### src/rtl/hm2tri_pkg.sv
// ----------------------------------------------------------------------------
// hm2tri_pkg
// Shared widths, register indexes, corner codes and the cell record type.
// ----------------------------------------------------------------------------
package hm2tri_pkg;

  localparam int SAMPLE_W  = 8;
  localparam int COORD_W   = 10;
  localparam int HQ_W      = 16;
  localparam int DIM_W     = 11;
  localparam int SLOT_W    = 3;
  localparam int CFG_IDX_W = 2;

  localparam int DEF_MAX_WIDTH        = 1024;
  localparam int DEF_HEIGHT_FRAC_BITS = 11;
  localparam int DIM_CAP              = 1024;
  localparam int DIM_MIN              = 2;
  localparam int DIM_RESET            = 256;
  localparam int QUEUE_DEPTH          = 2;

  localparam longint HQ_DIV = 10;
  localparam longint HQ_MAX = (longint'(1) << HQ_W) - 1;

  localparam logic [CFG_IDX_W-1:0] CFG_GRID_WIDTH  = 2'd0;
  localparam logic [CFG_IDX_W-1:0] CFG_GRID_HEIGHT = 2'd1;

  // corner codes: bit 0 = right, bit 1 = bottom
  localparam logic [1:0] C_TL = 2'd0;
  localparam logic [1:0] C_TR = 2'd1;
  localparam logic [1:0] C_BL = 2'd2;
  localparam logic [1:0] C_BR = 2'd3;

  localparam logic [SLOT_W-1:0] SLOT_LAST = 3'd5;

  typedef struct packed {
    logic [COORD_W-1:0]  col;
    logic [COORD_W-1:0]  row;
    logic [SAMPLE_W-1:0] tl;
    logic [SAMPLE_W-1:0] tr;
    logic [SAMPLE_W-1:0] bl;
    logic [SAMPLE_W-1:0] br;
    logic                eof;
  } cell_t;

  // Vertex order of the two triangles; split when the diagonal corners differ.
  function automatic logic [1:0] corner_of(input logic split, input logic [SLOT_W-1:0] slot);
    logic [1:0] c;
    case (slot)
      3'd0:    c = split ? C_TR : C_TL;
      3'd1:    c = split ? C_TL : C_BL;
      3'd2:    c = split ? C_BR : C_TR;
      3'd3:    c = split ? C_BR : C_TR;
      3'd4:    c = split ? C_TL : C_BL;
      3'd5:    c = split ? C_BL : C_BR;
      default: c = C_TL;
    endcase
    return c;
  endfunction

endpackage

### src/rtl/hm2tri_ifs.sv


interface hm2tri_out_if import hm2tri_pkg::*; ();
  logic               valid;
  logic               ready;
  logic [COORD_W-1:0] pos_x;
  logic [COORD_W-1:0] pos_z;
  logic [HQ_W-1:0]    height_q;
  logic               tex_u;
  logic               tex_v;
  logic [SLOT_W-1:0]  corner_slot;
  logic               last_of_cell;
  logic               end_of_frame;

  modport source (output valid, output pos_x, output pos_z, output height_q,
                  output tex_u, output tex_v, output corner_slot,
                  output last_of_cell, output end_of_frame, input ready);
  modport sink   (input valid, input pos_x, input pos_z, input height_q,
                  input tex_u, input tex_v, input corner_slot,
                  input last_of_cell, input end_of_frame, output ready);
endinterface

### src/rtl/hm2tri_back.sv
// ----------------------------------------------------------------------------
// hm2tri_back
// Walks each cell record through its six vertices, one per cycle while the output
// is ready, and holds each vertex in the output register until taken.
// ----------------------------------------------------------------------------
module hm2tri_back import hm2tri_pkg::*; #(
  parameter int HEIGHT_FRAC_BITS = DEF_HEIGHT_FRAC_BITS
) (
  input  logic        clk,
  input  logic        rst_n,
  input  logic        cell_valid,
  output logic        cell_ready,
  input  cell_t       cell_rec,
  hm2tri_out_if.source out_ch
);

  logic [HQ_W-1:0] hq_lut [2**SAMPLE_W];

  // height quantization table, floor(s * 2^F / 10), saturated
  for (genvar gi = 0; gi < 2**SAMPLE_W; gi++) begin : g_hq
    localparam longint QV = (longint'(gi) * (longint'(1) << HEIGHT_FRAC_BITS)) / HQ_DIV;
    assign hq_lut[gi] = (QV > HQ_MAX) ? HQ_W'(HQ_MAX) : HQ_W'(QV);
  end

  logic [SLOT_W-1:0]   slot_r;
  logic                out_valid_r;
  logic [COORD_W-1:0]  pos_x_r, pos_z_r;
  logic [HQ_W-1:0]     height_q_r;
  logic                tex_u_r, tex_v_r, last_r, eof_r;
  logic [SLOT_W-1:0]   corner_slot_r;

  logic                load, split, right, bottom;
  logic [1:0]          corner;
  logic [SAMPLE_W-1:0] sample;

  assign load       = cell_valid && (!out_valid_r || out_ch.ready);
  assign cell_ready = load && (slot_r == SLOT_LAST);
  assign split      = (cell_rec.tl != cell_rec.br);
  assign corner     = corner_of(split, slot_r);
  assign right      = corner[0];
  assign bottom     = corner[1];

  always_comb begin
    case (corner)
      C_TL:    sample = cell_rec.tl;
      C_TR:    sample = cell_rec.tr;
      C_BL:    sample = cell_rec.bl;
      C_BR:    sample = cell_rec.br;
      default: sample = cell_rec.tl;
    endcase
  end

  always_ff @(posedge clk) begin
    if (!rst_n) begin
      slot_r      <= '0;
      out_valid_r <= 1'b0;
    end else begin
      if (load) begin
        out_valid_r <= 1'b1;
        slot_r      <= (slot_r == SLOT_LAST) ? '0 : slot_r + 1'b1;
      end else if (out_ch.ready) begin
        out_valid_r <= 1'b0;
      end
    end
  end

  always_ff @(posedge clk) begin
    if (load) begin
      pos_x_r       <= right ? cell_rec.col : cell_rec.col - 1'b1;
      pos_z_r       <= bottom ? cell_rec.row : cell_rec.row - 1'b1;
      height_q_r    <= hq_lut[sample];
      tex_u_r       <= right;
      tex_v_r       <= bottom;
      corner_slot_r <= slot_r;
      last_r        <= (slot_r == SLOT_LAST);
      eof_r         <= (slot_r == SLOT_LAST) && cell_rec.eof;
    end
  end

  assign out_ch.valid        = out_valid_r;
  assign out_ch.pos_x        = pos_x_r;
  assign out_ch.pos_z        = pos_z_r;
  assign out_ch.height_q     = height_q_r;
  assign out_ch.tex_u        = tex_u_r;
  assign out_ch.tex_v        = tex_v_r;
  assign out_ch.corner_slot  = corner_slot_r;
  assign out_ch.last_of_cell = last_r;
  assign out_ch.end_of_frame = eof_r;

`ifndef ASSERT_OFF
  a_cell_held: assert property (@(posedge clk) disable iff (!rst_n)
    (slot_r != '0) |-> cell_valid)
    else $error("cell record left the queue before its sixth vertex");
`endif

endmodule

### src/flat_wrapper.sv
// flat-port wrapper written by rule: the top's interface ports become plain ports
module hm2tri_back_flat import hm2tri_pkg::*;
#(
  parameter int HEIGHT_FRAC_BITS = DEF_HEIGHT_FRAC_BITS
)
  (clk, rst_n, cell_valid, cell_ready, cell_rec, out_ch_valid, out_ch_pos_x, out_ch_pos_z, out_ch_height_q, out_ch_tex_u, out_ch_tex_v, out_ch_corner_slot, out_ch_last_of_cell, out_ch_end_of_frame, out_ch_ready);
  hm2tri_out_if out_ch_i ();
  input  logic clk;
  input  logic rst_n;
  input  logic cell_valid;
  output logic cell_ready;
  input  cell_t cell_rec;
  output wire logic [$bits(out_ch_i.valid)-1:0] out_ch_valid;
  output wire logic [$bits(out_ch_i.pos_x)-1:0] out_ch_pos_x;
  output wire logic [$bits(out_ch_i.pos_z)-1:0] out_ch_pos_z;
  output wire logic [$bits(out_ch_i.height_q)-1:0] out_ch_height_q;
  output wire logic [$bits(out_ch_i.tex_u)-1:0] out_ch_tex_u;
  output wire logic [$bits(out_ch_i.tex_v)-1:0] out_ch_tex_v;
  output wire logic [$bits(out_ch_i.corner_slot)-1:0] out_ch_corner_slot;
  output wire logic [$bits(out_ch_i.last_of_cell)-1:0] out_ch_last_of_cell;
  output wire logic [$bits(out_ch_i.end_of_frame)-1:0] out_ch_end_of_frame;
  input wire logic [$bits(out_ch_i.ready)-1:0] out_ch_ready;
  assign out_ch_valid = out_ch_i.valid;
  assign out_ch_pos_x = out_ch_i.pos_x;
  assign out_ch_pos_z = out_ch_i.pos_z;
  assign out_ch_height_q = out_ch_i.height_q;
  assign out_ch_tex_u = out_ch_i.tex_u;
  assign out_ch_tex_v = out_ch_i.tex_v;
  assign out_ch_corner_slot = out_ch_i.corner_slot;
  assign out_ch_last_of_cell = out_ch_i.last_of_cell;
  assign out_ch_end_of_frame = out_ch_i.end_of_frame;
  assign out_ch_i.ready = out_ch_ready;
  hm2tri_back #(.HEIGHT_FRAC_BITS(HEIGHT_FRAC_BITS)) u_core (.clk(clk), .rst_n(rst_n), .cell_valid(cell_valid), .cell_ready(cell_ready), .cell_rec(cell_rec), .out_ch(out_ch_i));
endmodule
### config.mk
export PLATFORM = sky130hd
export DESIGN_NAME = hm2tri_back_flat
export DESIGN_NICKNAME = d
export VERILOG_FILES = /design/src/rtl/hm2tri_pkg.sv /design/src/rtl/hm2tri_ifs.sv /design/src/rtl/hm2tri_back.sv /design/src/flat_wrapper.sv
export SDC_FILE = /design/constraint.sdc
export NUM_CORES = 1
export LEC_CHECK = 0
export ABC_AREA = 1
export BUFFER_PORTS_ARGS = -buffer_cell sky130_fd_sc_hd__buf_2
export CAP_MARGIN = 10
export CORE_ASPECT_RATIO = 0.7
export CORE_MARGIN = 1
export CORE_UTILIZATION = 50
export CTS_CLUSTER_SIZE = 10
export DETAILED_ROUTE_END_ITERATION = 10
export PLACE_DENSITY_LB_ADDON = 0.08
export SYNTH_ARGS = -nofsm -noshare
export SYNTH_HDL_FRONTEND = slang
export SYNTH_SLANG_ARGS = --single-unit
### constraint.sdc
create_clock -name clk -period 3.78 [get_ports clk]
set_clock_uncertainty 0.15 [all_clocks]
set_input_delay 0.756 -clock clk [delete_from_list [all_inputs] [get_ports clk]]
set_output_delay 0.756 -clock clk [all_outputs]
set_load 0.01 [all_outputs]
* Word-level counts from Yosys, hierarchy flattened *
Memory sizes are Yosys's and may differ from the RTL's. A register that Yosys moved wholly into a read port is not among the register bits.
Cells that the tools add are included.

operators by class
  magnitude comparators = 0
  shift-type cells = 0
  eq/ne operators = 9
  multiplexer cells = 11
  multiply operators = 0
  add/sub/neg operators = 3
  divide/modulo/power cells = 0
  bitwise operators = 1
  reductions and logical operators = 10

operators by type and width
  kind                     count
  $pmux W8 S4              1
  $mux W10                 2
  $sub A10 B1 Y10 const B  2
  $not A8 Y9               1
  $ne A8 B8 Y1             1
  $pmux W2 S4              1
  $eq A3 B2 Y1 const B     2
  $eq A3 B3 Y1 const B     2
  $eq A2 B2 Y1 const B     2
  $mux W1                  4
  $mux W2                  2
  $reduce_or A2 Y1         2
  $add A3 B1 Y3 const B    1
  $eq A3 B1 Y1 const B     1
  $logic_and A1 B1 Y1      3
  $logic_not A3 Y1         1
  $mux W3                  1
  $eq A2 B1 Y1 const B     1
  $logic_not A2 Y1         1
  $reduce_bool A2 Y1       1
  $logic_not A1 Y1         1
  $logic_or A1 B1 Y1       1

word-level totals
  output and inout port bits = 45
  bits of input ports = 57
  memory bits (read-only) = 4096
  flip-flop bits (word level) = 31
  latch bits = 0
  memory bits (writable) = 0
  memories = 1
  word-level logic and storage cells = 44

memory list
  name              depth  width  read ports  clocked after memory_dff  write ports  RTL line           text
  (name not given)  256    16     1           1                         0            hm2tri_back.sv:71  height_q_r <= hq_lut[sample];

* Longest topological paths before layout *
  depth in word-level cells = 6
  depth in mapped cells = 26
  mapped depth without buffers = 25

* Least setup slack after synthesis *
Ideal clock, no wire load.

  path type = input to register
  from = in cell_rec[30] (netlist name)
  to = reg u_core.height_q_r[9], in the netlist u_core.out_ch.height_q[9], data pin
  stages = 22
  setup slack = 0.520 ns
  required time = 3.378 ns
  path buffers = 1
  setup time = 0.252 ns
  arrival time = 2.858 ns
  cells stage by stage = inv_1 nand2_1 nand2_1 nand2_1 nor2_1 nand3_2 nand2_1 nor2_1 buf_4 nand3_1 nand4_2 ha_1 inv_1 nand3_1 nand3_1 nand3_1 nand3_1 nand2_1 inv_1 nand2_1 nand2_1 nand2_1

between the ends
  cells in the longest elaborated chain, start to end = 6
  elaborated cells on any way between the ends = 12
  those cells by class = eq/ne: 4; mux: 6; bitwise: 1; reduce/logical: 1

RTL lines
  element                                     RTL line            text
  from (decl)                                 flat_wrapper.sv:12  input cell_t cell_rec;
  $ne A8 B8 Y1                                hm2tri_back.sv:38   assign split = (cell_rec.tl != cell_rec.br);
  $mux W1, or another cell as far along       hm2tri_pkg.sv:54    3'd5: c = split ? C_BL : C_BR;
  $pmux W2 S4                                 hm2tri_pkg.sv:48    case (slot)
  $eq A2 B2 Y1, or another cell as far along  hm2tri_back.sv:44   case (corner)
  $pmux W8 S4 *                               hm2tri_back.sv:44
  $not A8 Y9 (not written as such) *          hm2tri_back.sv:71
  to (decl)                                   hm2tri_back.sv:28   logic [HQ_W-1:0] height_q_r;

Mark *: on every way between the ends. The rest lies on a longest branch, timed or not.
A chain may end at the register's enable or synchronous reset.

* Worst setup path after layout *
  from = in cell_rec[31] (netlist name)
  to = reg u_core.height_q_r[9], in the netlist u_core.out_ch.height_q[9], data pin

The elaborated chain is that of the path after synthesis.

==> metrics.cfg <==
[synthesis]
yosys_most_used_dff=edfxtp_1
yosys.cell_types.count=40
yosysTopAreaCell=edfxtp_1
synth.most_common_cell=nand2_1
synth-seq-cells=41
netlist_area_um2=3820
yosys_warnings=0
synth_edf_count=37
synth_top_cell_area_share_pct=29.1
async_flop_share_pct=0
synth-seq-area-share_pct=31.2
syn_avg_cell_area_um2=6.89
syn_inst=554
synth_commonest_cells=nand2_1, nand3_1, inv_1
syn_nets=619
yosys-top-cells-area=edfxtp_1, nand2_1, nand3_1, inv_1, nor2_1

[worst_setup_path]
cp_max_fo=9
crit_slowest_cell=nor2_4
critical_path_arrival_ps=3250
cpLargestDelayFamily=simple AND/OR/NAND/NOR gates
cp-start-kind=input port
cpPeakStageDelay_ps=280
path_buf_inv=2
required_ps=3690
worstPathCellList=buf_2 -> xnor2_1 -> nand2_1 -> nor2_1 -> nand2_1 -> nand2_1 -> nand3_2 -> nor2_4 -> nand2_1 -> nand4_1 -> ha_1 -> inv_1 -> nand3_1 -> nand2_1 -> nand2_1 -> nand3_1 -> nand3_1 -> nand3_1 -> nand2_1 -> nand2_1 -> nand2_1
endpoint_kind=flop
cpMostUsedCell=nand2_1
path_class=input port to flop

[pwr]
switching_share_pct=47.2
power_switching_mw=1.04
p_leak_nw=2.29
power.density_nw_per_um2=496
intPower_mw=1.17
seq_power_share_pct=27.6
p_comb_share_pct=60.1
ir_drop_mv=0.200
power_mw=2.21
clockPowerShare_pct=12.2

[place]
gp_congestion=0.944
dpl_cell_area_um2=4370
dp_slack_ps=172
dpl.hpwl_mm=7.84
port_buffers=101
dp.cells=743

[drt]
route.met3.wl_um=855
postRouteAntennaNets=0
viasPerCell=5.29
drt-pass1-iter-count=5
wl_met1_mm=4.92
wire_per_inst_um=13.3
drc_errors=0
drt_iter0_drc=372
wirelength_mm=9.98
met2_length_mm=4.08
top_layer_used=met4
vias=3964

[clock_network]
clk_latency_ps=290
cts_buffers=5
cts.sink_count=41
ctsHtreeMaxLevel=2
post_cts_buffers=0
cts_buffer_depth=2
cts_tree=done
cts_root_buffer=clkbuf_8
ctsHoldBuffers=0
cts_resized=0
cts.clk_slew.worst_paths_ps=80

[grt]
grt_usage_pct=25.0
grt_pass1_vias=3341
antenna_found_initial=0
grt_pass1_wl_mm=15.8
grt-ovfl-total=0
grt_max_degree=36

[sta]
fin_ws_ps=434
hold_viol_final=0
fin_tns_setup_ps=0
timing_max_transition_violations_final=0
setup_viol=0
period_share_pct=88.5
tightestPinTransition_ps=528
max_freq_mhz=299
period_minus_slack_ps=3350
whs_ps=367
slew_headroom_pct=64.4
rsz0062_at_grt=false

[floorplanning]
rows=26
pin_count=102
chipHeight_um=75.1
dieArea_um2=7990
start_util_pct=51.9
core_area_um2=7350
die_w_um=106

[final_layout]
antennaDiodeCount=0
final_cells=750
final_area_um2=4450
drive_above_1_share_pct=25.8
fin_nets=717
area_growth_pct=16.5
utilization_pct=60.5

[run]
maxCapViolations=0

[hold_path]
hp-class=flop to flop

[status]
status=completed

[routing by layer]
metal	vias up	global-route usage, %
met5	-	0
met4	0	6.85
met3	11	3.72
met2	193	37.4
met1	1747	37.5
li1	2013	-
[area by class of cell]
cell class                 instances  area [um2]
timing repair buffer             115         611
clock buffer                       5        68.8
inverter                          66         248
sequential                        41        1190
clock inverter                     2        11.3
fill                             720        2910
tap                               98         123
multi-input combinational        423        2190
[worst reg2reg max path: cells and delay by family, from the launching register on]
family,cells,cell delay (ps)
adder cells (fa/ha/maj),2,460
AND/OR/NAND/NOR,13,1520
flip-flops,1,410
buffers and inverters,3,270
AO/OA/AOI/OAI,1,170
[cells by family (layout without fill, tap and decap cells)]
| group | count (synthesis) | after routing | share of synthesized area, % |
|---|---|---|---|
| AO/OA/AOI/OAI | 36 | 36 | 5.67 |
| XOR/XNOR | 22 | 22 | 5.05 |
| adder cells (fa/ha/maj) | 8 | 8 | 2.62 |
| buffers and inverters | 90 | 188 | 11.3 |
| flip-flops | 41 | 41 | 31.2 |
| AND/OR/NAND/NOR | 357 | 357 | 44.1 |
[final timing paths]
kind	start	end	slack, ps	depth (start not counted)
worst max-delay path	cell_rec[31]	u_core.out_ch.height_q[9]$_DFFE_PP_	430	21
worst min-delay path	u_core.out_ch.valid$_SDFFE_PN0P_	u_core.out_ch.valid$_SDFFE_PN0P_	370	2
worst max register to register	u_core.slot_r[2]$_SDFFE_PN0P_	u_core.out_ch.height_q[9]$_DFFE_PP_	560	19
worst min register to register	u_core.out_ch.valid$_SDFFE_PN0P_	u_core.out_ch.valid$_SDFFE_PN0P_	370	2
[layout by cell type, fill, tap and decap left out, types with 2 or more instances in the layout]
cell,count
a21oi_1,7
dfxtp_1,4
o21ai_1,6
nand2_1,161
inv_2,10
nor3_1,5
buf_4,14
clkinv_1,2
nand2_4,2
ha_1,8
nor4_1,4
o21ai_0,10
xor2_1,15
nand4_2,2
nand2_2,8
o211ai_1,2
nand3_2,8
nor2_2,6
buf_2,101
nand3_1,116
xnor2_1,7
o22ai_1,3
nor2_4,5
edfxtp_1,37
nor2_1,35
clkbuf_8,5
inv_1,55
[power by group through the flow]
| stage | clock (mW) | combinational, mW | sequential, mW |
|---|---|---|---|
| floorplan | 0 | 0.975 | 0.652 |
| finish | 0.270 | 1.33 | 0.610 |
| global route | 0.295 | 1.49 | 0.617 |
| detailed placement | 0 | 1.30 | 0.620 |
| global placement | 0 | 1.29 | 0.618 |
| CTS | 0.283 | 1.30 | 0.610 |
[sequential cells by signal, summed over array words and instances, names as in the netlist]
register and flops:
u_core.slot_r 3, u_core.out_ch.tex_u 1, u_core.out_ch.end_of_frame 1, u_core.out_ch.height_q 10, u_core.out_ch.valid 1, u_core.out_ch.corner_slot 3, u_core.out_ch.last_of_cell 1, u_core.out_ch.tex_v 1
u_core.out_ch.pos_x 10, u_core.out_ch.pos_z 10
Note: power is estimated with default switching activity, not from simulation.
