`config.mk`:
```
export PLATFORM = sky130hd
export DESIGN_NAME = hm2tri_queue
export DESIGN_NICKNAME = d
export VERILOG_FILES = /design/src/rtl/hm2tri_pkg.sv /design/src/rtl/hm2tri_queue.sv
export SDC_FILE = /design/constraint.sdc
export NUM_CORES = 1
export LEC_CHECK = 0
export BUFFER_PORTS_ARGS = -buffer_cell sky130_fd_sc_hd__buf_2
export CAP_MARGIN = 20
export CORE_ASPECT_RATIO = 1.5
export CORE_UTILIZATION = 50
export DETAILED_ROUTE_END_ITERATION = 10
export PLACE_DENSITY_LB_ADDON = 0.3
export SKIP_LAST_GASP = 1
export SYNTH_ARGS = -nofsm -noshare
export SYNTH_HDL_FRONTEND = slang
export SYNTH_SLANG_ARGS = --single-unit
export TNS_END_PERCENT = 100
```
`constraint.sdc`:
```
create_clock -name clk -period 3.3 [get_ports clk]
set_clock_uncertainty 0.1 [all_clocks]
set_input_delay 0.33 -clock clk [delete_from_list [all_inputs] [get_ports clk]]
set_output_delay 0.33 -clock clk [all_outputs]
set_load 0.005 [all_outputs]
```
`src/rtl/hm2tri_pkg.sv`:
```
// ----------------------------------------------------------------------------
// hm2tri_pkg
// Shared widths, register indexes, corner codes and the cell record type.
// ----------------------------------------------------------------------------
package hm2tri_pkg;

  localparam int SAMPLE_W  = 8;
  localparam int COORD_W   = 10;
  localparam int HQ_W      = 16;
  localparam int DIM_W     = 11;
  localparam int SLOT_W    = 3;
  localparam int CFG_IDX_W = 2;

  localparam int DEF_MAX_WIDTH        = 1024;
  localparam int DEF_HEIGHT_FRAC_BITS = 11;
  localparam int DIM_CAP              = 1024;
  localparam int DIM_MIN              = 2;
  localparam int DIM_RESET            = 256;
  localparam int QUEUE_DEPTH          = 2;

  localparam longint HQ_DIV = 10;
  localparam longint HQ_MAX = (longint'(1) << HQ_W) - 1;

  localparam logic [CFG_IDX_W-1:0] CFG_GRID_WIDTH  = 2'd0;
  localparam logic [CFG_IDX_W-1:0] CFG_GRID_HEIGHT = 2'd1;

  // corner codes: bit 0 = right, bit 1 = bottom
  localparam logic [1:0] C_TL = 2'd0;
  localparam logic [1:0] C_TR = 2'd1;
  localparam logic [1:0] C_BL = 2'd2;
  localparam logic [1:0] C_BR = 2'd3;

  localparam logic [SLOT_W-1:0] SLOT_LAST = 3'd5;

  typedef struct packed {
    logic [COORD_W-1:0]  col;
    logic [COORD_W-1:0]  row;
    logic [SAMPLE_W-1:0] tl;
    logic [SAMPLE_W-1:0] tr;
    logic [SAMPLE_W-1:0] bl;
    logic [SAMPLE_W-1:0] br;
    logic                eof;
  } cell_t;

  // Vertex order of the two triangles; split when the diagonal corners differ.
  function automatic logic [1:0] corner_of(input logic split, input logic [SLOT_W-1:0] slot);
    logic [1:0] c;
    case (slot)
      3'd0:    c = split ? C_TR : C_TL;
      3'd1:    c = split ? C_TL : C_BL;
      3'd2:    c = split ? C_BR : C_TR;
      3'd3:    c = split ? C_BR : C_TR;
      3'd4:    c = split ? C_TL : C_BL;
      3'd5:    c = split ? C_BL : C_BR;
      default: c = C_TL;
    endcase
    return c;
  endfunction

endpackage

```
`src/rtl/hm2tri_queue.sv`:
```
// ----------------------------------------------------------------------------
// hm2tri_queue
// Short FIFO of cell records between the front and the vertex sequencer.
// ----------------------------------------------------------------------------
module hm2tri_queue import hm2tri_pkg::*; (
  input  logic  clk,
  input  logic  rst_n,
  input  logic  push_valid,
  output logic  push_ready,
  input  cell_t push_data,
  output logic  pop_valid,
  input  logic  pop_ready,
  output cell_t pop_data
);

  localparam int PW = (QUEUE_DEPTH > 1) ? $clog2(QUEUE_DEPTH) : 1;
  localparam int CW = $clog2(QUEUE_DEPTH + 1);

  cell_t          slots_r [QUEUE_DEPTH];
  logic [PW-1:0]  wr_ptr_r, rd_ptr_r;
  logic [CW-1:0]  count_r;
  logic           do_push, do_pop;

  assign push_ready = (count_r != CW'(QUEUE_DEPTH));
  assign pop_valid  = (count_r != '0);
  assign do_push    = push_valid && push_ready;
  assign do_pop     = pop_valid && pop_ready;
  assign pop_data   = slots_r[rd_ptr_r];

  always_ff @(posedge clk) begin
    if (do_push) begin
      slots_r[wr_ptr_r] <= push_data;
    end
  end

  always_ff @(posedge clk) begin
    if (!rst_n) begin
      wr_ptr_r <= '0;
      rd_ptr_r <= '0;
      count_r  <= '0;
    end else begin
      if (do_push) begin
        wr_ptr_r <= (wr_ptr_r == PW'(QUEUE_DEPTH - 1)) ? '0 : wr_ptr_r + 1'b1;
      end
      if (do_pop) begin
        rd_ptr_r <= (rd_ptr_r == PW'(QUEUE_DEPTH - 1)) ? '0 : rd_ptr_r + 1'b1;
      end
      if (do_push && !do_pop) begin
        count_r <= count_r + 1'b1;
      end else if (do_pop && !do_push) begin
        count_r <= count_r - 1'b1;
      end
    end
  end

`ifndef ASSERT_OFF
  a_count_bound: assert property (@(posedge clk) disable iff (!rst_n)
    count_r <= CW'(QUEUE_DEPTH))
    else $error("cell queue overflow");
`endif

endmodule

```
== Yosys cells after proc, flatten, opt, wreduce, memory -nomap -nowiden ==
Memories as Yosys holds them, arrays and structs flattened. A register that Yosys moved wholly into a read port is not among the register bits.
Index checks and enable logic that the tools add are counted.

* Bits in registers: 4
* Bits in writable memories: 106
* Output and inout bits: 55
* Memories: 1

{| class="wikitable"
|+ Memories
! memory !! words !! width !! rd ports !! clocked after memory_dff !! write ports !! RTL line !! RTL
|-
| slots_r || 2 || 53 || 1 || 1 || 1 || hm2tri_queue.sv:19 || <nowiki>cell_t slots_r [QUEUE_DEPTH];</nowiki>
|}

* Add/sub/neg operators: 4
* Equality and inequality tests: 1
* Mux-type cells: 8
* Reductions and logical operators: 8

{| class="wikitable"
|+ Operators by type and width
! cell !! count
|-
| 2-to-1 mux 1 bit || 6
|-
| logical AND 1 bit || 4
|-
| 2-to-1 mux 2 bit || 2
|-
| nonzero test 2 bit || 2
|-
| adder 1 bit, second input constant || 2
|-
| adder 2 x 1 -> 2 bit, second input constant || 1
|-
| zero test 1 bit || 2
|-
| inequality test 2 bit, second input constant || 1
|-
| subtractor 2 x 1 -> 2 bit, second input constant || 1
|}

== Depth between registers and ports, before layout ==
Gate-level depths: netlist (run 1).

* Depth in word-level cells: 6
* Gate-level depth with buffers: 6

== Worst setup path after synthesis (run 1) ==
No wires, ideal clock.

* Kind: reg2reg
* Start: register count_r[0]
* End: memory slots_r[1][0] (netlist bit), enable pin
* Library setup time: 0.416 ns
* Arrival: 1.865 ns
* Path slack: 0.918 ns
* Stages on the path, launching flop included: 3
* Path buffers: 0
* Clock period less this slack: 2.382 ns
* Cell sequence: dfxtp_1 nand2b_4 and3_1

* Cells in the longest elaborated chain, start to end: 4

{| class="wikitable"
|+ Ends and longest elaborated chain
! what !! RTL line !! RTL
|-
| start, declared || hm2tri_queue.sv:21 || <nowiki>logic [CW-1:0] count_r;</nowiki>
|-
| start signal, assigned || hm2tri_queue.sv:49 || <nowiki>count_r <= count_r + 1'b1;</nowiki>
|-
| start signal, assigned || hm2tri_queue.sv:51 || <nowiki>count_r <= count_r - 1'b1;</nowiki>
|-
| inequality test 2 bit || hm2tri_queue.sv:24 || <nowiki>assign push_ready = (count_r != CW'(QUEUE_DEPTH));</nowiki>
|-
| via push_ready || hm2tri_queue.sv:9 || <nowiki>output logic push_ready,</nowiki>
|-
| logical AND 1 bit || hm2tri_queue.sv:26 || <nowiki>assign do_push = push_valid && push_ready;</nowiki>
|-
| 2-to-1 mux 1 bit || hm2tri_queue.sv:31 || <nowiki>if (do_push) begin</nowiki>
|-
| 2-to-1 mux 1 bit (implied by the code) || hm2tri_queue.sv:32 || <nowiki>slots_r[wr_ptr_r] <= push_data;</nowiki>
|-
| end, declared || hm2tri_queue.sv:19 ||
|}

The timed path passes the listed nets, and every way through them passes these cells.

==> reports/qor.csv, run 1 <==
stage,metric,value,unit
run_status,status,"complete, no violations",
clock_tree,clock-sinks,111,
worst_setup_path,end_kind,output port,
grt,antenna_found_initial,3,
worst_setup_path,path_cells,buf_4 -> mux2_2 -> buf_2,
grt,grt_use_met2,26.4,%
grt,first_global_vias,2029,
clock_tree,clockBufferDepth,2,
sta,hold_violations,0,
place,port-buffer-count,111,
worst_setup_path,timing.rr.end,slots_r[0][3]$_DFFE_PP_,
grt,grt_pass1_wl,9790,um
synth,syn_area_per_cell,21.5,um2
floorplan,coreArea,0.00776,mm2
synth,netlist_area,0.00407,mm2
pwr,total_power,3.72,mW
hold_path,hold_path_end,slots_r[0][50]$_DFFE_PP_,
worst_setup_path,path_max_fanout,53,
clock_tree,cts_root_buf,clkbuf_16,
worst_setup_path,ff2ff_setup_slack,1.27,ns
synth,synthCells,189,
grt,grtUsageMet1,18.3,%
clock_tree,hold_buffers,0,
sta,slew_headroom,53.3,%
sta,rsz0062_at_grt,false,
clock_tree,cts-resized-gates,0,
run,maxCapViolations,0,
synth,synth_top_cell_by_area,edfxtp_1,
final_layout,mostFrequentLayoutCell,buf_2,
sta,fin_crit,2.21,ns
floorplan,die_x,75.6,um
pwr,p_int,2.81,mW
synth,yosysUniqueCellTypes,20,
drt,firstDrtPassIters,4,
grt,grt.busiest_layer,met2,
worst_setup_path,crit_path_start_kind,flip-flop,
floorplan,die_height,112,um
sta,tightest_slew,0.701,ns
place,dp.cells,400,
sta,min_period_over_period,66.9,%
grt,grt_use_met3,8.08,%
worst_setup_path,arrival,1.78,ns
place,dp.final_hpwl,4270,um
floorplan,dieArea,0.00850,mm2
floorplan,fp-row-count,39,
pwr,cellLeakagePower,1.88,nW
hold_path,min_path_type,primary input to flip-flop,
pwr,switchingPower,911,uW
drt,routedWlPerCell,15.7,um
pwr,p_clk_share,28.9,%
synth,synth.top_cell.area_share,78.3,%
sta,fin_tns_setup,0,ns
pwr,ir_drop,0.525,mV
sta,drv_slew,0,
drt,wl,6540,um
grt,grt_overflow_total,0,
drt,ant_nets,0,
drt,drt_iter0_drc,78,
hold_path,whs_path_depth,1,
worst_setup_path,cp_slowest_cell,buf_4,
floorplan,pin_count,112,
drt,drcViolationCount,0,
pwr,powerDensity,737,mW/mm2
synth,ys_ff_latch,111,
pwr,p_comb_share,22.4,%
final_layout,fin_cells,416,
final_layout,drive_above_1_share,60.5,%
synth,synth_nets,247,
clock_tree,cts_tree,done,
pwr,seq_power_share,48.7,%
drt,avgViaCountPerCell,4.99,
final_layout,syn_to_final_growth,24.2,%
final_layout,antenna_cells,0,
synth,ys_warn_count,0,
clock_tree,clk_latency,0.34,ns
grt,track_usage,16.5,%
sta,setup_viol,0,
clock_tree,htree_levels,3,
floorplan,initial_core_util,52.4,%
place,place_congestion,0.691,
final_layout,nets,367,
worst_setup_path,r2r_cells,4,
grt,grt_start_max_net_pins,54,
worst_setup_path,worstPathRequired,2.87,ns
worst_setup_path,timing.critical_path.buf_inv,2,
worst_setup_path,cpLargestDelayFamily,buffers and inverters,
pwr,swShare,24.5,%
hold_path,min-delay-start,push_data[50],
synth,ys_seq_area_share,80.8,%
sta,max_clock_freq,453,MHz
worst_setup_path,path_class,flip-flop to output port,
clock_tree,postCtsSetupBuffers,0,
worst_setup_path,critPathMaxStageDelay,0.55,ns
clock_tree,clk_pin_slew,0.07,ns
clock_tree,cts_buffers,9,
final_layout,layout_common_cells,"buf_2, edfxtp_1, mux2_2",
synth,synth_area_leaders,"edfxtp_1, mux2_2, dfxtp_1",
drt,num_vias,2077,
worst_setup_path,r2r_start,count_r[0]$_SDFFE_PN0P_,
cells by family after synthesis:
logic type | Yosys count | synth area share [%]
buf+inv | 7 | 1.14
mux | 53 | 14.7
simple gates | 9 | 1.60
compound gates | 5 | 0.862
fa+ha+maj | 1 | 0.308
xor+xnor | 3 | 0.646
flops | 111 | 80.8
through the flow:
stage          instance area, um2  hold slack (ns)  worst slack (ns)  util, %
6_report                     5050           0.0730              1.09     65.1
5_1_grt                      5050           0.0563             0.996     65.1
4_1_cts                      5050           0.0515              1.05     65.1
3_5_place_dp                 4740            0.421              1.27     61.1
3_3_place_gp                 4740            0.417              1.32     61.1
2_1_floorplan                4070            0.329             0.918        -
flip-flops by register name, summed over array words and instances, names as in the netlist, named ones only:
signal,count
count_r,2
slots_r,106
rd_ptr_r,1
wr_ptr_r,1
cells in the mapped netlist:
| library cell | instances |
|---|---|
| or3_1 | 1 |
| a21boi_0 | 1 |
| nand3b_1 | 1 |
| or2_2 | 1 |
| a21bo_2 | 1 |
| dfxtp_1 | 5 |
| and2_1 | 4 |
| buf_4 | 5 |
| o21ai_0 | 1 |
| edfxtp_1 | 106 |
| buf_2 | 1 |
| inv_1 | 1 |
| xnor2_1 | 2 |
| ha_1 | 1 |
| a21boi_1 | 1 |
| nand2b_4 | 1 |
| mux2_2 | 53 |
| o21ai_1 | 1 |
| and3_1 | 1 |
| xor2_1 | 1 |
final cells by class:
type	instances	area (um2)
clock buffers	10	239
clock inverters	6	70.1
fillers	559	2710
inverters	1	3.75
multi-input cells	71	737
flip-flops and latches	111	3280
well taps	102	128
repair buffers	115	586
layer usage:
metal,part of all wire [%],vias up
li1,-,981
met1,38,1019
met2,53,64
met3,7.5,11
met4,1.9,2
met5,0.20,-
worst max-delay path by stage:
| stage | endpoint | depth (start not counted) | slack, ns |
|---|---|---|---|
| floorplan | slots_r[1][0]$_DFFE_PP_ | 2 | 0.92 |
| global placement | slots_r[0][23]$_DFFE_PP_ | 4 | 1.32 |
| detailed placement | slots_r[0][22]$_DFFE_PP_ | 4 | 1.27 |
| CTS | pop_data[43] | 3 | 1.05 |
| global route | pop_data[43] | 3 | 1.0 |
| finish | pop_data[10] | 3 | 1.09 |
power by group through the flow:
stage,clock network [mW],registers (mW),logic (mW)
finish,1.08,1.81,0.834
global route,1.15,1.83,0.916
CTS,1.10,1.81,0.855
detailed placement,0,1.84,0.847
global placement,0,1.83,0.841
floorplan,0,1.83,0.533
Power figures use the tool's default switching activity.
==> run 2: changes to the inputs <==
clock period = 2.2 ns   (was 3.3 ns; I/O delays follow)
==> run 2 against run 1 <==
Non-clock buffer count grew 54; via count rose by 9.4%; first-iteration DRC count up 15%; total power grew 52%; largest power group unchanged; utilization increased by 7.0 points; die area is the same; global-route usage rose by 1.4 points; register-to-register slack worse by 0.74 ns; clock power increased by 45%; final cell count grew 13%; sequential share of layout area shrank 6.3 points.
==> reports/qor.csv, run 2 (synthesis gave the netlist of run 1 again) <==
stage,metric,value,unit
final_layout,largest_register_ffs,106,
final_layout,fin_cells,470,
final_layout,layout_common_cells,"buf_2, edfxtp_1, mux2_2, dlygate4sd3_1, clkbuf_16",
final_layout,nFillCells,493,
floorplan,die_height,112,um
final_layout,design_area,0.00559,mm2
run_status,status,"complete, no violations",
pwr,total_power,5.64,mW
drt,firstDrtPassIters,4,
floorplan,die_x,75.6,um
final_layout,syn_to_final_growth,37.6,%
sta,max_clock_freq,540,MHz
drt,routedWlPerCell,15.1,um
worst_setup_path,ff2ff_setup_slack,0.53,ns
floorplan,coreArea,0.00776,mm2
final_layout,mostFrequentLayoutCell,buf_2,
hold_path,whs_path_depth,2,
sta,hold_violations,0,
sta,fin_tns_setup,0,ns
sta,slew_headroom,75.1,%
drt,drcViolationCount,0,
grt,track_usage,17.9,%
worst_setup_path,timing.rr.end,slots_r[1][45]$_DFFE_PP_,
worst_setup_path,worstPathRequired,1.88,ns
clock_tree,clock-sinks,111,
place,dp.cells,401,
sta,drv_slew,0,
final_layout,biggestRegsByFlops,"slots_r (106), count_r (2)",
hold_path,min-delay-start,rst_n,
grt,grt_start_max_net_pins,54,
sta,fin_crit,1.85,ns
final_layout,drive_above_1_share,51.4,%
clock_tree,clk_pin_slew,0.06,ns
sta,min_period_over_period,84.1,%
grt,grt_pass1_wl,10900,um
pwr,ir_drop,0.846,mV
clock_tree,clockBufferDepth,2,
sta,rsz0062_at_grt,false,
worst_setup_path,crit_path_start_kind,flip-flop,
clock_tree,cts_tree,done,
drt,ant_nets,0,
grt,antenna_found_initial,0,
drt,wl,7080,um
run,maxCapViolations,0,
place,port-buffer-count,111,
pwr,p_clk_share,27.7,%
drt,avgViaCountPerCell,4.84,
clock_tree,htree_levels,3,
sta,holdWs,0.0518,ns
pwr,swShare,23.9,%
drt,num_vias,2273,
worst_setup_path,end_kind,output port,
place,place_congestion,0.685,
clock_tree,postCtsSetupBuffers,0,
floorplan,fp-row-count,39,
final_layout,regMostFlops,slots_r,
final_layout,nets,421,
pwr,switchingPower,1.35,mW
floorplan,pin_count,112,
drt,drt_iter0_drc,90,
grt,first_global_vias,2359,
clock_tree,cts_buffers,9,
worst_setup_path,arrival,1.53,ns
grt,grt_overflow_total,0,
place,place_area,0.00477,mm2
pwr,powerDensity,1010,mW/mm2
final_layout,antenna_cells,0,
pwr,cellLeakagePower,2.12,nW
floorplan,dieArea,0.00850,mm2
worst_setup_path,r2r_start,count_r[0]$_SDFFE_PN0P_,
worst_setup_path,path_class,flip-flop to output port,
place,dp_slack,0.518,ns
sta,setup_viol,0,
pwr,p_comb_share,24.1,%
worst_setup_path,path_max_fanout,29,
clock_tree,clk_latency,0.34,ns
clock_tree,cts_root_buf,clkbuf_16,
floorplan,initial_core_util,52.4,%
worst_setup_path,r2r_cells,3,
place,dp.final_hpwl,4390,um
final_layout,utilization,72.1,%
pwr,p_int,4.29,mW
hold_path,min_path_type,primary input to flip-flop,
sta,final.setup.worst_slack,0.350,ns
sta,tightest_slew,0.373,ns
pwr,seq_power_share,48.2,%
run 2: per-layer routing:
layer	track usage, %	wire length, um
met1	19.4	2580
met2	31.1	3910
met3	4.04	376
met4	10.1	209
met5	0	0
run 2: worst max-delay path, stage by stage (launching register included):
cell and delay [ns]:
dfxtp_2 0.33, buf_4 0.34, mux2_2 0.39, buf_2 0.13
run 2: repair_timing:
action	CTS	global route
hold endpoints to repair	106	0
hold buffers	53	0
resized for setup	0	0
run 2: cell type report:
cell class / count / area [um2] / area share (%)
clock buffers: 12 / 246 / 4.41
clock inverters: 4 / 45.0 / 0.805
inverters: 1 / 3.75 / 0.0671
multi-input cells: 71 / 737 / 13.2
flip-flops and latches: 111 / 3280 / 58.7
well taps: 102 / 128 / 2.28
repair buffers: 169 / 1150 / 20.5
run 2: power groups by stage:
| stage | Clock, mW | Combinational [mW] | Sequential [mW] |
|---|---|---|---|
| after global routing | 1.65 | 1.50 | 2.75 |
| final | 1.57 | 1.36 | 2.72 |
| after detailed placement | 0 | 1.30 | 2.77 |
| after CTS | 1.60 | 1.38 | 2.72 |
| after global placement | 0 | 1.29 | 2.75 |
| after floorplan | 0 | 0.801 | 2.75 |
run 2: worst max-delay path by stage:
stage	from	to	slack (ns)
3_5_place_dp	count_r[0]$_SDFFE_PN0P_	slots_r[1][52]$_DFFE_PP_	0.52
5_1_grt	flip-flop	pop_data[45]	0.26
3_3_place_gp	count_r[0]$_SDFFE_PN0P_	slots_r[1][52]$_DFFE_PP_	0.58
6_report	flip-flop	pop_data[37]	0.35
2_1_floorplan	count_r[0]$_SDFFE_PN0P_	slots_r[0][0]$_DFFE_PP_	0.008
4_1_cts	flip-flop	pop_data[38]	0.31
==> run 3: changes to the inputs <==
clock period = 1.74 ns   (was 2.2 ns; I/O delays follow)
==> run 3 against run 2 <==
Combinational power increased by 35%; utilization increased by 0.81 points; hold slack improved by 0.023 ns; non-clock buffer count increased by 3; via count increased by 1.8%; sequential power increased by 28%; largest cell class unchanged.
==> reports/qor.csv, run 3 (synthesis gave the netlist of run 1 again) <==
stage,metric,value,unit
run_status,status,"complete, no violations",
final_layout,biggestRegsByFlops,"slots_r (106), count_r (2)",
hold_path,hold_path_end,wr_ptr_r$_SDFFE_PN0P_,
worst_setup_path,r2r_cells,5,
grt,grt_pass1_wl,11100,um
final_layout,nFillCells,486,
grt,antenna_found_initial,0,
clock_tree,clockBufferDepth,2,
sta,setup_viol,0,
final_layout,syn_to_final_growth,39.1,%
final_layout,drive_above_1_share,51.9,%
drt,wl_met1,2890,um
drt,drt_iter0_drc,91,
final_layout,nets,424,
worst_setup_path,ff2ff_setup_slack,0.06,ns
grt,track_usage,18.3,%
worst_setup_path,r2r_start,count_r[0]$_SDFFE_PN0P_,
clock_tree,clk_pin_slew,0.06,ns
drt,dr_wl_met3,319,um
worst_setup_path,worstPathRequired,1.47,ns
drt,ant_nets,0,
drt,num_vias,2314,
drt,wl,7410,um
sta,fin_crit,1.69,ns
drt,firstDrtPassIters,4,
final_layout,seq_area,0.00329,mm2
sta,final.setup.worst_slack,0.0468,ns
pwr,cellLeakagePower,2.14,nW
final_layout,fin_cells,472,
grt,grt_overflow_total,0,
worst_setup_path,arrival,1.42,ns
run,maxCapViolations,0,
sta,tightest_slew,0.293,ns
worst_setup_path,path_max_fanout,17,
sta,min_period_over_period,97.3,%
floorplan,dieArea,0.00850,mm2
place,dp_slack,0.0352,ns
sta,max_clock_freq,591,MHz
drt,dr_wl_met2,4030,um
worst_setup_path,crit_path_start_kind,flip-flop,
final_layout,layout_common_cells,"buf_2, edfxtp_1, dlygate4sd3_1",
clock_tree,clk_latency,0.34,ns
clock_tree,htree_levels,3,
grt,grt_start_max_net_pins,36,
clock_tree,clock-sinks,111,
place,port-buffer-count,111,
sta,hold_violations,0,
floorplan,initial_core_util,52.4,%
drt,highest_layer,met4,
hold_path,min-delay-start,push_valid,
worst_setup_path,timing.rr.end,count_r[1]$_SDFFE_PN0P_,
place,dp.final_hpwl,4470,um
worst_setup_path,end_kind,output port,
clock_tree,postCtsSetupBuffers,0,
place,place_congestion,0.708,
floorplan,die_height,112,um
floorplan,coreArea,0.00776,mm2
floorplan,pin_count,112,
drt,routedWlPerCell,15.7,um
worst_setup_path,path_class,flip-flop to output port,
final_layout,largest_register_ffs,106,
hold_path,min_path_type,primary input to flip-flop,
final_layout,regMostFlops,slots_r,
pwr,ir_drop,0.873,mV
sta,holdWs,0.0750,ns
final_layout,antenna_cells,0,
floorplan,fp-row-count,39,
clock_tree,cts_buffers,9,
grt,first_global_vias,2385,
sta,drv_slew,0,
hold_path,whs_path_depth,3,
drt,avgViaCountPerCell,4.90,
pwr,powerDensity,1280,mW/mm2
floorplan,die_x,75.6,um
clock_tree,cts_root_buf,clkbuf_16,
final_layout,multi_input_area,737,um2
clock_tree,cts_tree,done,
drt,drcViolationCount,0,
place,dp.cells,402,
sta,slew_headroom,80.5,%
final_layout,mostFrequentLayoutCell,buf_2,
sta,rsz0062_at_grt,true,
==> run 3: changes by cell type in the layout (fill, tap and decap cells not counted), sizes merged <==
cell	delta
inv	-1
dlygate4sd3	+1
clkinvlp	+1
clkinv	+2
clkbuf	-2
buf	+1
==> run 3: worst max-delay path by stage <==
stage,startpoint,end,slack (ns),cells after the start
after floorplan,count_r[0]$_SDFFE_PN0P_,slots_r[0][0]$_DFFE_PP_,-0.14,3
after global placement,count_r[0]$_SDFFE_PN0P_,count_r[1]$_SDFFE_PN0P_,0.15,5
after detailed placement,count_r[1]$_SDFFE_PN0P_,count_r[1]$_SDFFE_PN0P_,0.04,5
after CTS,flip-flop,pop_data[8],0.02,3
after global routing,count_r[0]$_SDFFE_PN0P_,count_r[1]$_SDFFE_PN0P_,-0.03,5
final,flip-flop,pop_data[28],0.05,3
==> run 3: final cells by class <==
cell class | count | area share [%]
Sequential cell | 111 | 58.2
Clock inverter | 6 | 0.929
Inverter | 1 | 0.133
Tap cell | 102 | 2.26
Timing Repair Buffer | 172 | 21.5
Clock buffer | 9 | 3.98
Multi-Input combinational cell | 71 | 13.0
==> run 3: power breakdown <==
group,internal [mW],leakage (nW),switching [mW]
Clock,1.09,0.140,0.830
Combinational,1.03,0.967,0.810
Sequential,3.35,1.03,0.123
==> run 3: metal layers <==
metal | up-vias | track usage, %
met4 | 0 | 10.0
li1 | 1098 | -
met1 | 1126 | 20.1
met5 | - | 0
met2 | 75 | 32.0
met3 | 15 | 3.77
==> run 3: through the flow <==
stage	TNS [ns]	total power [mW]	utilization, %	cell area (um2)
CTS	0	7.22	72.4	5620
floorplan	-7.84	4.49	-	4070
global placement	0	5.14	61.8	4800
global route	-0.0268	7.57	72.9	5660
detailed placement	0	5.20	61.8	4800
finish	0	7.23	72.9	5660
==> run 3: repair_timing <==
| action | 4_1_cts | 5_1_grt |
|---|---|---|
| gates cloned | 0 | 1 |
| pin swaps | 0 | 0 |
| setup endpoints to repair | 15 | 31 |
| hold buffers | 54 | 0 |
| resized for setup | 1 | 4 |
| endpoints found under the hold margin | 109 | 0 |
==> run 3: critical path, stage by stage (launching register included) <==
cell	delay (ns)
dfxtp_4	0.40
clkbuf_16	0.20
mux2_2	0.35
buf_2	0.13
